`config.mk`:
```
export PLATFORM = sky130hd
export DESIGN_NAME = tree_termination_vote
export DESIGN_NICKNAME = d
export VERILOG_FILES = /design/src/hdl/ttv_pkg.sv /design/src/hdl/tree_termination_vote.sv /design/src/hdl/ttv_vote.sv
export VERILOG_INCLUDE_DIRS = /design/src /design/src/hdl
export SDC_FILE = /design/constraint.sdc
export NUM_CORES = 1
export LEC_CHECK = 0
export BUFFER_PORTS_ARGS = -buffer_cell sky130_fd_sc_hd__buf_2
export CAP_MARGIN = 10
export CORE_MARGIN = 1.5
export CORE_UTILIZATION = 40
export CTS_CLUSTER_DIAMETER = 30
export DETAILED_ROUTE_END_ITERATION = 8
export GPL_ROUTABILITY_DRIVEN = 0
export PLACE_DENSITY = 0.6
export RECOVER_POWER = 50
export SLEW_MARGIN = 20
export SYNTH_ARGS = -nofsm -noshare
export SYNTH_HDL_FRONTEND = slang
export SYNTH_SLANG_ARGS = --single-unit
```
`constraint.sdc`:
```
create_clock -name clk -period 17.3 [get_ports clk]
set_input_delay 3.46 -clock clk [delete_from_list [all_inputs] [get_ports clk]]
set_output_delay 3.46 -clock clk [all_outputs]
set_load 0.01 [all_outputs]
```
`src/hdl/assert_macros.svh`:
```
// Assertion macros shared by the termination vote RTL.
// Depends on nothing; included by files that carry concurrent checks.
`ifndef ASSERT_MACROS_SVH
`define ASSERT_MACROS_SVH

// same-cycle implication under an active-low reset
`define ASSERT_IMPLY(lbl, clk, rstn, ante, cons) \
	lbl: assert property (@(posedge clk) disable iff (!rstn) (ante) |-> (cons)) \
		else $error("assertion failed");

// next-cycle implication under an active-low reset
`define ASSERT_NEXT(lbl, clk, rstn, ante, cons) \
	lbl: assert property (@(posedge clk) disable iff (!rstn) (ante) |=> (cons)) \
		else $error("assertion failed");

`endif

```
`src/hdl/ttv_pkg.sv`:
```
// Shared types and constants for the tree termination vote node.
// No dependencies; imported by ttv_vote, tree_termination_vote and the testbench.
package ttv_pkg;

	localparam int MAX_NODES = 1024;
	localparam int IDX_W     = $clog2(MAX_NODES);
	localparam int CNT_W     = $clog2(MAX_NODES + 1);
	localparam int CHILD_W   = CNT_W + 1;
	localparam int CNT_DATA_W = 32;

	localparam logic [CNT_W-1:0] COUNT_MAX = CNT_W'(MAX_NODES);

	typedef enum logic [0:0] {
		REG_NODE_INDEX = 1'b0,
		REG_NODE_COUNT = 1'b1
	} cfg_reg_t;

	typedef struct packed {
		logic [CNT_DATA_W-1:0] local_spawned;
		logic [CNT_DATA_W-1:0] local_completed;
		logic [CNT_DATA_W-1:0] left_votes;
		logic [CNT_DATA_W-1:0] right_votes;
		logic [CNT_DATA_W-1:0] parent_votes;
		logic [CNT_DATA_W-1:0] left_spawned;
		logic [CNT_DATA_W-1:0] left_completed;
		logic [CNT_DATA_W-1:0] right_spawned;
		logic [CNT_DATA_W-1:0] right_completed;
		logic                  down_terminated;
		logic [CNT_DATA_W-1:0] down_spawned;
		logic [CNT_DATA_W-1:0] down_completed;
	} ttv_item_t;

	typedef struct packed {
		logic                  done_flag;
		logic                  phase_down;
		logic [CNT_DATA_W-1:0] prev_spawned;
		logic [CNT_DATA_W-1:0] prev_completed;
		logic [CNT_DATA_W-1:0] seen_left;
		logic [CNT_DATA_W-1:0] seen_right;
		logic [CNT_DATA_W-1:0] seen_parent;
	} ttv_state_t;

	typedef struct packed {
		logic                  terminated;
		logic                  send_up;
		logic                  up_to_left_slot;
		logic                  send_down;
		logic                  out_terminated;
		logic [CNT_DATA_W-1:0] out_spawned;
		logic [CNT_DATA_W-1:0] out_completed;
	} ttv_result_t;

endpackage

```
`src/hdl/tree_termination_vote.sv`:
```
// One node of a binary-tree counting termination detector, top level.
// Registers: input, then result; node state updates as a request enters the result register.
// Throughput: one request per cycle unless out_stall holds back a waiting result.
// Reset: arst_n clears node state, valid bits and configuration (node_index 0, node_count 1).
// Depends on ttv_pkg, ttv_vote and assert_macros.svh.
`include "assert_macros.svh"
module tree_termination_vote
	import ttv_pkg::*;
(
	input  logic                  clk,
	input  logic                  arst_n,
	input  logic                  cfg_wr_en,
	input  logic [0:0]            cfg_index,
	input  logic [CNT_W-1:0]      cfg_data,
	input  logic                  in_valid,
	output logic                  in_stall,
	input  logic [CNT_DATA_W-1:0] local_spawned,
	input  logic [CNT_DATA_W-1:0] local_completed,
	input  logic [CNT_DATA_W-1:0] left_votes,
	input  logic [CNT_DATA_W-1:0] right_votes,
	input  logic [CNT_DATA_W-1:0] parent_votes,
	input  logic [CNT_DATA_W-1:0] left_spawned,
	input  logic [CNT_DATA_W-1:0] left_completed,
	input  logic [CNT_DATA_W-1:0] right_spawned,
	input  logic [CNT_DATA_W-1:0] right_completed,
	input  logic                  down_terminated,
	input  logic [CNT_DATA_W-1:0] down_spawned,
	input  logic [CNT_DATA_W-1:0] down_completed,
	output logic                  out_valid,
	input  logic                  out_stall,
	output logic                  terminated,
	output logic                  send_up,
	output logic                  up_to_left_slot,
	output logic                  send_down,
	output logic                  out_terminated,
	output logic [CNT_DATA_W-1:0] out_spawned,
	output logic [CNT_DATA_W-1:0] out_completed
);

	logic [IDX_W-1:0] node_index_q;
	logic [CNT_W-1:0] node_count_q;
	ttv_state_t       state_q;
	ttv_state_t       state_nxt;
	ttv_item_t        item_s1;
	logic             valid_s1;
	ttv_result_t      res_nxt;
	ttv_result_t      res_s2;
	logic             valid_s2;
	logic             adv_s2;
	logic             take_in;

	assign adv_s2   = valid_s1 && (!valid_s2 || !out_stall);
	assign in_stall = valid_s1 && !adv_s2;
	assign take_in  = in_valid && !in_stall;

	always_ff @(posedge clk or negedge arst_n) begin
		if (!arst_n) begin
			node_index_q <= '0;
			node_count_q <= CNT_W'(1);
		end else if (cfg_wr_en) begin
			case (cfg_reg_t'(cfg_index))
				REG_NODE_INDEX: node_index_q <= cfg_data[IDX_W-1:0];
				REG_NODE_COUNT: node_count_q <= cfg_data;
				default: ;
			endcase
		end
	end

	always_ff @(posedge clk or negedge arst_n) begin
		if (!arst_n) begin
			valid_s1 <= 1'b0;
		end else if (take_in || adv_s2) begin
			valid_s1 <= take_in;
		end
	end

	always_ff @(posedge clk) begin
		if (take_in) begin
			item_s1 <= '{local_spawned, local_completed, left_votes, right_votes,
				parent_votes, left_spawned, left_completed, right_spawned,
				right_completed, down_terminated, down_spawned, down_completed};
		end
	end

	ttv_vote u_vote (
		.node_index (node_index_q),
		.node_count (node_count_q),
		.cur        (state_q),
		.item       (item_s1),
		.nxt        (state_nxt),
		.res        (res_nxt)
	);

	always_ff @(posedge clk or negedge arst_n) begin
		if (!arst_n) begin
			state_q <= '0;
		end else if (adv_s2) begin
			state_q <= state_nxt;
		end
	end

	always_ff @(posedge clk or negedge arst_n) begin
		if (!arst_n) begin
			valid_s2 <= 1'b0;
		end else if (adv_s2 || !out_stall) begin
			valid_s2 <= adv_s2;
		end
	end

	always_ff @(posedge clk) begin
		if (adv_s2) begin
			res_s2 <= res_nxt;
		end
	end

	assign out_valid       = valid_s2;
	assign terminated      = res_s2.terminated;
	assign send_up         = res_s2.send_up;
	assign up_to_left_slot = res_s2.up_to_left_slot;
	assign send_down       = res_s2.send_down;
	assign out_terminated  = res_s2.out_terminated;
	assign out_spawned     = res_s2.out_spawned;
	assign out_completed   = res_s2.out_completed;

	`ASSERT_NEXT(a_done_sticky, clk, arst_n, state_q.done_flag, state_q.done_flag)
	`ASSERT_IMPLY(a_one_direction, clk, arst_n, valid_s2, !(res_s2.send_up && res_s2.send_down))
	`ASSERT_IMPLY(a_slot_needs_up, clk, arst_n, valid_s2 && res_s2.up_to_left_slot, res_s2.send_up)
	`ASSERT_NEXT(a_s1_held, clk, arst_n, valid_s1 && !adv_s2, valid_s1 && $stable(item_s1))

endmodule

```
`src/hdl/ttv_vote.sv`:
```
// Vote decision logic: next node state and outgoing token for one request.
// Depends on ttv_pkg.
module ttv_vote
	import ttv_pkg::*;
(
	input  logic [IDX_W-1:0] node_index,
	input  logic [CNT_W-1:0] node_count,
	input  ttv_state_t       cur,
	input  ttv_item_t        item,
	output ttv_state_t       nxt,
	output ttv_result_t      res
);

	logic [CNT_W-1:0]      count;
	logic [CHILD_W-1:0]    lidx;
	logic [CHILD_W-1:0]    ridx;
	logic                  has_l;
	logic                  has_r;
	logic                  root;
	logic                  single;
	logic                  votes;
	logic                  new_parent;
	logic [CNT_DATA_W-1:0] sum_s;
	logic [CNT_DATA_W-1:0] sum_c;
	logic                  wave_done;

	assign count  = (node_count > COUNT_MAX) ? COUNT_MAX : node_count;
	assign lidx   = CHILD_W'({node_index, 1'b1});
	assign ridx   = lidx + CHILD_W'(1);
	assign has_l  = lidx < CHILD_W'(count);
	assign has_r  = ridx < CHILD_W'(count);
	assign root   = (node_index == '0);
	assign single = (count <= CNT_W'(1));

	assign votes = (!has_l || (item.left_votes > cur.seen_left)) &&
		(!has_r || (item.right_votes > cur.seen_right));
	assign new_parent = root || (item.parent_votes > cur.seen_parent);

	assign sum_s = item.local_spawned + (has_l ? item.left_spawned : '0) +
		(has_r ? item.right_spawned : '0);
	assign sum_c = item.local_completed + (has_l ? item.left_completed : '0) +
		(has_r ? item.right_completed : '0);
	assign wave_done = (sum_s == cur.prev_spawned) && (sum_c == cur.prev_completed) &&
		(sum_s == sum_c);

	always_comb begin
		nxt = cur;
		res = '0;
		if (single) begin
			if ((item.local_spawned == cur.prev_spawned) &&
				(item.local_completed == cur.prev_completed) &&
				(item.local_spawned == item.local_completed)) begin
				nxt.done_flag = 1'b1;
			end
			nxt.prev_spawned   = item.local_spawned;
			nxt.prev_completed = item.local_completed;
		end else if (cur.phase_down) begin
			if (new_parent) begin
				if (!has_l && !has_r) begin
					if (item.down_terminated) begin
						nxt.done_flag = 1'b1;
					end else begin
						res.send_up        = 1'b1;
						res.out_terminated = cur.done_flag;
						res.out_spawned    = item.local_spawned;
						res.out_completed  = item.local_completed;
						nxt.seen_parent    = item.parent_votes;
					end
				end else begin
					if (item.down_terminated) begin
						nxt.done_flag = 1'b1;
					end else begin
						nxt.seen_parent = item.parent_votes;
					end
					res.send_down      = 1'b1;
					res.out_terminated = item.down_terminated;
					res.out_spawned    = item.down_spawned;
					res.out_completed  = item.down_completed;
					nxt.phase_down     = 1'b0;
				end
			end
		end else if (votes) begin
			if (root) begin
				if (wave_done) begin
					nxt.done_flag = 1'b1;
				end
				nxt.prev_spawned   = sum_s;
				nxt.prev_completed = sum_c;
				res.send_down      = 1'b1;
			end else begin
				res.send_up    = 1'b1;
				nxt.phase_down = 1'b1;
			end
			res.out_terminated = nxt.done_flag;
			res.out_spawned    = sum_s;
			res.out_completed  = sum_c;
			if (!nxt.done_flag) begin
				nxt.seen_left  = item.left_votes;
				nxt.seen_right = item.right_votes;
			end
		end
		res.terminated      = nxt.done_flag;
		res.up_to_left_slot = res.send_up && node_index[0];
	end

endmodule

```
---- Yosys cells after proc, flatten, opt, wreduce, memory -nomap -nowiden ----
Cells that the tools add are included.
word-level totals
  register bits after elaboration ......... 607
  input port bits ......................... 370
  output and inout bits ................... 71
  logic and storage cells ................. 120
cells by class
  add/sub/neg operators ................... 5
  order comparisons ....................... 7
  equality and inequality tests ........... 7
  multiplexer cells ....................... 35
  bitwise operators ....................... 5
  reduce and logical (&&, ||, !) cells .... 31
operators by type and width
  operator                                               number
  two-way mux 66 bit                                     3
  equality test 32 bit                                   6
  two-way mux 64 bit                                     3
  two-way mux 130 bit                                    1
  two-way mux 65 bit                                     2
  adder 32 bit                                           4
  two-way mux 128 bit                                    1
  two-way mux 32 bit                                     4
  > comparator 32 bit                                    3
  two-way mux 1 bit                                      18
  adder 11 x 1 -> 12 bit (second input constant)         1
  less-than comparator 12 x 11 -> 1 bit                  1
  > comparator 11 bit (second input constant)            1
  <= comparator 11 x 1 -> 1 bit (second input constant)  1
  less-than comparator 11 bit                            1
  two-way mux 11 bit                                     1
  logical AND 1 bit                                      10
  logical NOT 10 bit                                     1
  AND reduction 5 bit                                    2
  logical NOT 1 bit                                      6
  logical OR 1 bit                                       6
  AND reduction 2 bit                                    3
  inverter 1 bit                                         5
  two-way mux 2 bit                                      2
  3 further kinds                                        4

---- Longest topological paths before layout ----
  word-level depth ........................ 18
  depth in mapped cells ................... 28
  mapped depth without buffers ............ 26

---- Modules after synthesis ----
A second synthesis with hierarchy kept.
unflattened totals
  cells, all modules ...................... 3188
  area, all modules ....................... 36289.8 um2
modules (own cells, without submodules)
  module                 times used  cells an instance  area an instance (um2)  sequential area each (um2)
  tree_termination_vote  1           818                19881.6                 17302.8
  ttv_vote               1           2370               16408.2                 0.0

---- Least setup slack after synthesis ----
No wires, ideal clock.
  path kind ............................... input port to flip-flop
  from .................................... input port out_stall
  to ...................................... register item_s1[0] (netlist name) (enable)
  setup time .............................. 761 ps
  arrival time ............................ 11558 ps
  required time ........................... 16539 ps
  path slack .............................. 4981 ps
  stages .................................. 2
  buffers on the path ..................... 0
  path through ............................ nand3_1 -> and2_1
on the way
  longest elaborated chain between the ends .. 7
RTL lines
  element                 RTL line                     source
  start: declaration      tree_termination_vote.sv:30  input logic out_stall,
  logical NOT 1 bit       tree_termination_vote.sv:52  assign adv_s2 = valid_s1 && (!valid_s2 || !out_stall);
  logical OR 1 bit        tree_termination_vote.sv:52
  logical AND 1 bit       tree_termination_vote.sv:52
  logical NOT 1 bit       tree_termination_vote.sv:53  assign in_stall = valid_s1 && !adv_s2;
  logical AND 1 bit       tree_termination_vote.sv:53
  logical NOT 1 bit       tree_termination_vote.sv:54  assign take_in = in_valid && !in_stall;
  logical AND 1 bit       tree_termination_vote.sv:54
  net take_in             tree_termination_vote.sv:50  logic take_in;
  end signal: assignment  tree_termination_vote.sv:79  item_s1 <= '{local_spawned, local_completed, left_votes, right_votes,
  end: declaration        tree_termination_vote.sv:44  ttv_item_t item_s1;
The timed path passes the listed nets, and every way through them passes these cells.
A chain may end at the register's enable or synchronous reset.

==> impl_metrics.ini <==
[route]
via_count = 25800
avgViaCountPerCell = 5.68
wl_um = 109000
route.detailed.wl_per_inst_um = 24.1
ant_nets = 0
dr.pass1.iters = 6
drt_iter0_drc = 2239
drc = 0

[timing]
tns_ns = 0
final-hold-violation-count = 0
finalClockSkew_ns = 0.0377
fin_crit_ns = 9.44
report.final.slew_viol_count = 298
post-route-period-util_pct = 54.5
tightest_slew_ns = 4.40
relSlewSlack_pct = -194
setup_viol = 0
max_clock_freq_ghz = 0.106
rsz0062_at_grt = false

[floorplanning]
fp.dieW_um = 289
coreArea_um2 = 80800
initial_core_util_pct = 40.6
dieArea_um2 = 83700
io_pins = 441
placementRows = 104
die_y_um = 289

[setup_path]
r2r-start = node_index_q[2]$_DFFE_PN0P_
cp_top_family = buffers and inverters
path_common_cell = clkbuf_1
cpPeakStageDelay_ns = 3.02
start_kind = input pin
path_class = input pin to asynchronous set/reset pin
crit_start = arst_n
crit_required_ns = 17.26
path_buf_inv = 2
end_kind = asynchronous set/reset pin
crit_fanout = 68
slowest_stage = clkbuf_1
rrSetupSlack_ns = 8.56
path_cells = clkbuf_1 > clkbuf_1
crit_arrival_ns = 9.40

[cells_and_area]
fillers = 7118
final_cell_mix = 422 x edfxtp_1, 366 x buf_2, 217 x a21oi_1
multi_input_area_um2 = 14500
nNetsFinal = 3960
drive_above_1_share_pct = 21.4
area_delta_synth_final_pct = 25.6
register_area_um2 = 17300
fin_area_um2 = 41200
final_common_cell = edfxtp_1

[cts]
cts_htree_levels = 4
postCtsHoldBufs = 0
post-cts-setup-buffers = 0
numCtsBuffers = 148
clock-sinks = 607
cts_tree = built
clkLatencyLatePin_ns = 0.74
clockBufferDepth = 3
clockRootBuffer = clkbuf_16
clkTransAtPathRegs_ns = 0.05
cts_resized = 0

[synthesis]
netlist_instances = 2857
yosys_warnings = 0
yosysSeqAreaShare_pct = 52.8
ys_seq_elements = 607
ys_async_sr_fraction_pct = 30.5
synth_fp_nets = 3469
syn_avg_cell_area_um2 = 11.5
ys.flop_type = edfxtp_1
synth_area_um2 = 32800
ys_types = 82
synth_edf_count = 422

[placed_design]
portBuffers = 440
hpwlAfterDp_um = 80200
place_area_um2 = 36000

[power]
p_leak_nw = 17.4
ir_drop_mv = 0.113
p_per_area_nw_per_um2 = 191

[job]
maxCapViolations = 5

[outcome]
outcome = finished with violations
violations = max-capacitance violations, max-slew violations

[min_path]
hp-class = register to register
min-delay-start = item_s1[213]$_DFFE_PP_

[global_routing]
grt_max_degree = 85
antenna_found_initial = 19
grt_usage_pct = 25.7
grt_pass1_wl_um = 158000
first_global_vias = 25000
grt_overflow = 0
==> routing by layer <==
layer	up-vias	global-route usage, %	share of wire, %
met5	-	0	0.011
li1	11700	-	-
met4	2	10.5	3.4
met3	241	6.05	9.2
met2	1272	40.3	47
met1	12600	34.3	41
==> area by class of cell <==
type                       instances  share of cell area [%]
tap                             1060                    3.22
clock buffer                     165                    9.35
inverter                         129                    1.18
clock inverter                   110                    3.28
antenna                           12                  0.0729
multi-input combinational       1997                    35.3
sequential                       607                    42.0
timing repair buffer             465                    5.58
==> cell usage after synthesis, types with 7 or more instances <==
cell       number  area, um2
a2111oi_0      13        114
a211o_1        11       96.3
a211oi_1        9       67.6
a21o_1         58        435
a21oi_1       218       1090
a221oi_1       15        131
a22oi_1        38        285
a31oi_1        29        181
and2_1         15       93.8
and3_1        176       1100
and4_1         13        114
buf_6           7       78.8
clkbuf_1      109        409
dfrtp_1       184       4600
edfxtp_1      422      12700
fa_1           64       1280
ha_1          178       2230
inv_1         129        484
mux2_1         15        169
mux2_2         70        788
mux2i_1        20        200
nand2_1       208        781
nand2b_1       13       81.3
nand3_1        41        205
nand4_1        58        363
nor2_1        189        709
nor2b_1        16        100
nor3_1         60        300
nor4_1         23        144
o211a_1         8       80.1
o211ai_1       11       82.6
o21a_1         29        218
o21ai_0       118        591
o21bai_1        7       52.6
o22ai_1        22        138
or2_2          10       62.6
or3_1          22        138
or4_1           8       60.1
xnor2_1        68        596
xor2_1         42        368
==> final timing paths <==
kind / end / cells after the start
worst min register to register: state_q[20]$_DFFE_PN0P_ / 2
worst max-delay path: state_q[68]$_DFFE_PN0P_ / 2
max in group clk: state_q[40]$_DFFE_PN0P_ / 28
worst min-delay path: state_q[20]$_DFFE_PN0P_ / 2
min in group asynchronous: state_q[8]$_DFFE_PN0P_ / 1
worst max register to register: state_q[40]$_DFFE_PN0P_ / 28
==> state kept, by name (all words and copies together) (netlist names) <==
name	flops
item_s1	353
state_q	162
out_completed	32
out_spawned	32
node_count_q	11
node_index_q	10
out_terminated	1
out_valid	1
send_down	1
send_up	1
terminated	1
up_to_left_slot	1
valid_s1	1
==> worst min-delay path, cell delays in order, from the launching register on <==
cell      delay (ns)
edfxtp_1        0.34
nand2_1         0.05
o21ai_0         0.06
==> through the flow <==
stage	setup slack [ns]	util [%]	power, mW	instances	hold slack, ns
global route	6.64	50.9	8.27	4541	0.495
global placement	8.93	44.6	4.94	4257	0.465
CTS	8.74	51.0	7.85	4532	0.486
finish	7.86	51.0	7.87	4545	0.482
floorplan	4.98	-	4.03	2857	0.456
detailed placement	8.79	44.6	4.97	4257	0.474
==> report_power, final <==
| part | switching (mW) | internal (mW) | leakage (nW) | total, mW |
|---|---|---|---|---|
| logic | 1.88 | 1.11 | 8.60 | 3.00 |
| clock network | 0.943 | 1.89 | 2.46 | 2.83 |
| registers | 0.173 | 1.87 | 6.38 | 2.04 |
==> logic make-up after synthesis <==
group	synth area share (%)
simple gates	13.5
compound gates	13.0
flops	52.8
buf+inv	3.08
fa+ha+maj	10.7
xor+xnor	3.42
mux	3.53
No activity file was read; power rests on OpenSTA's default activity.
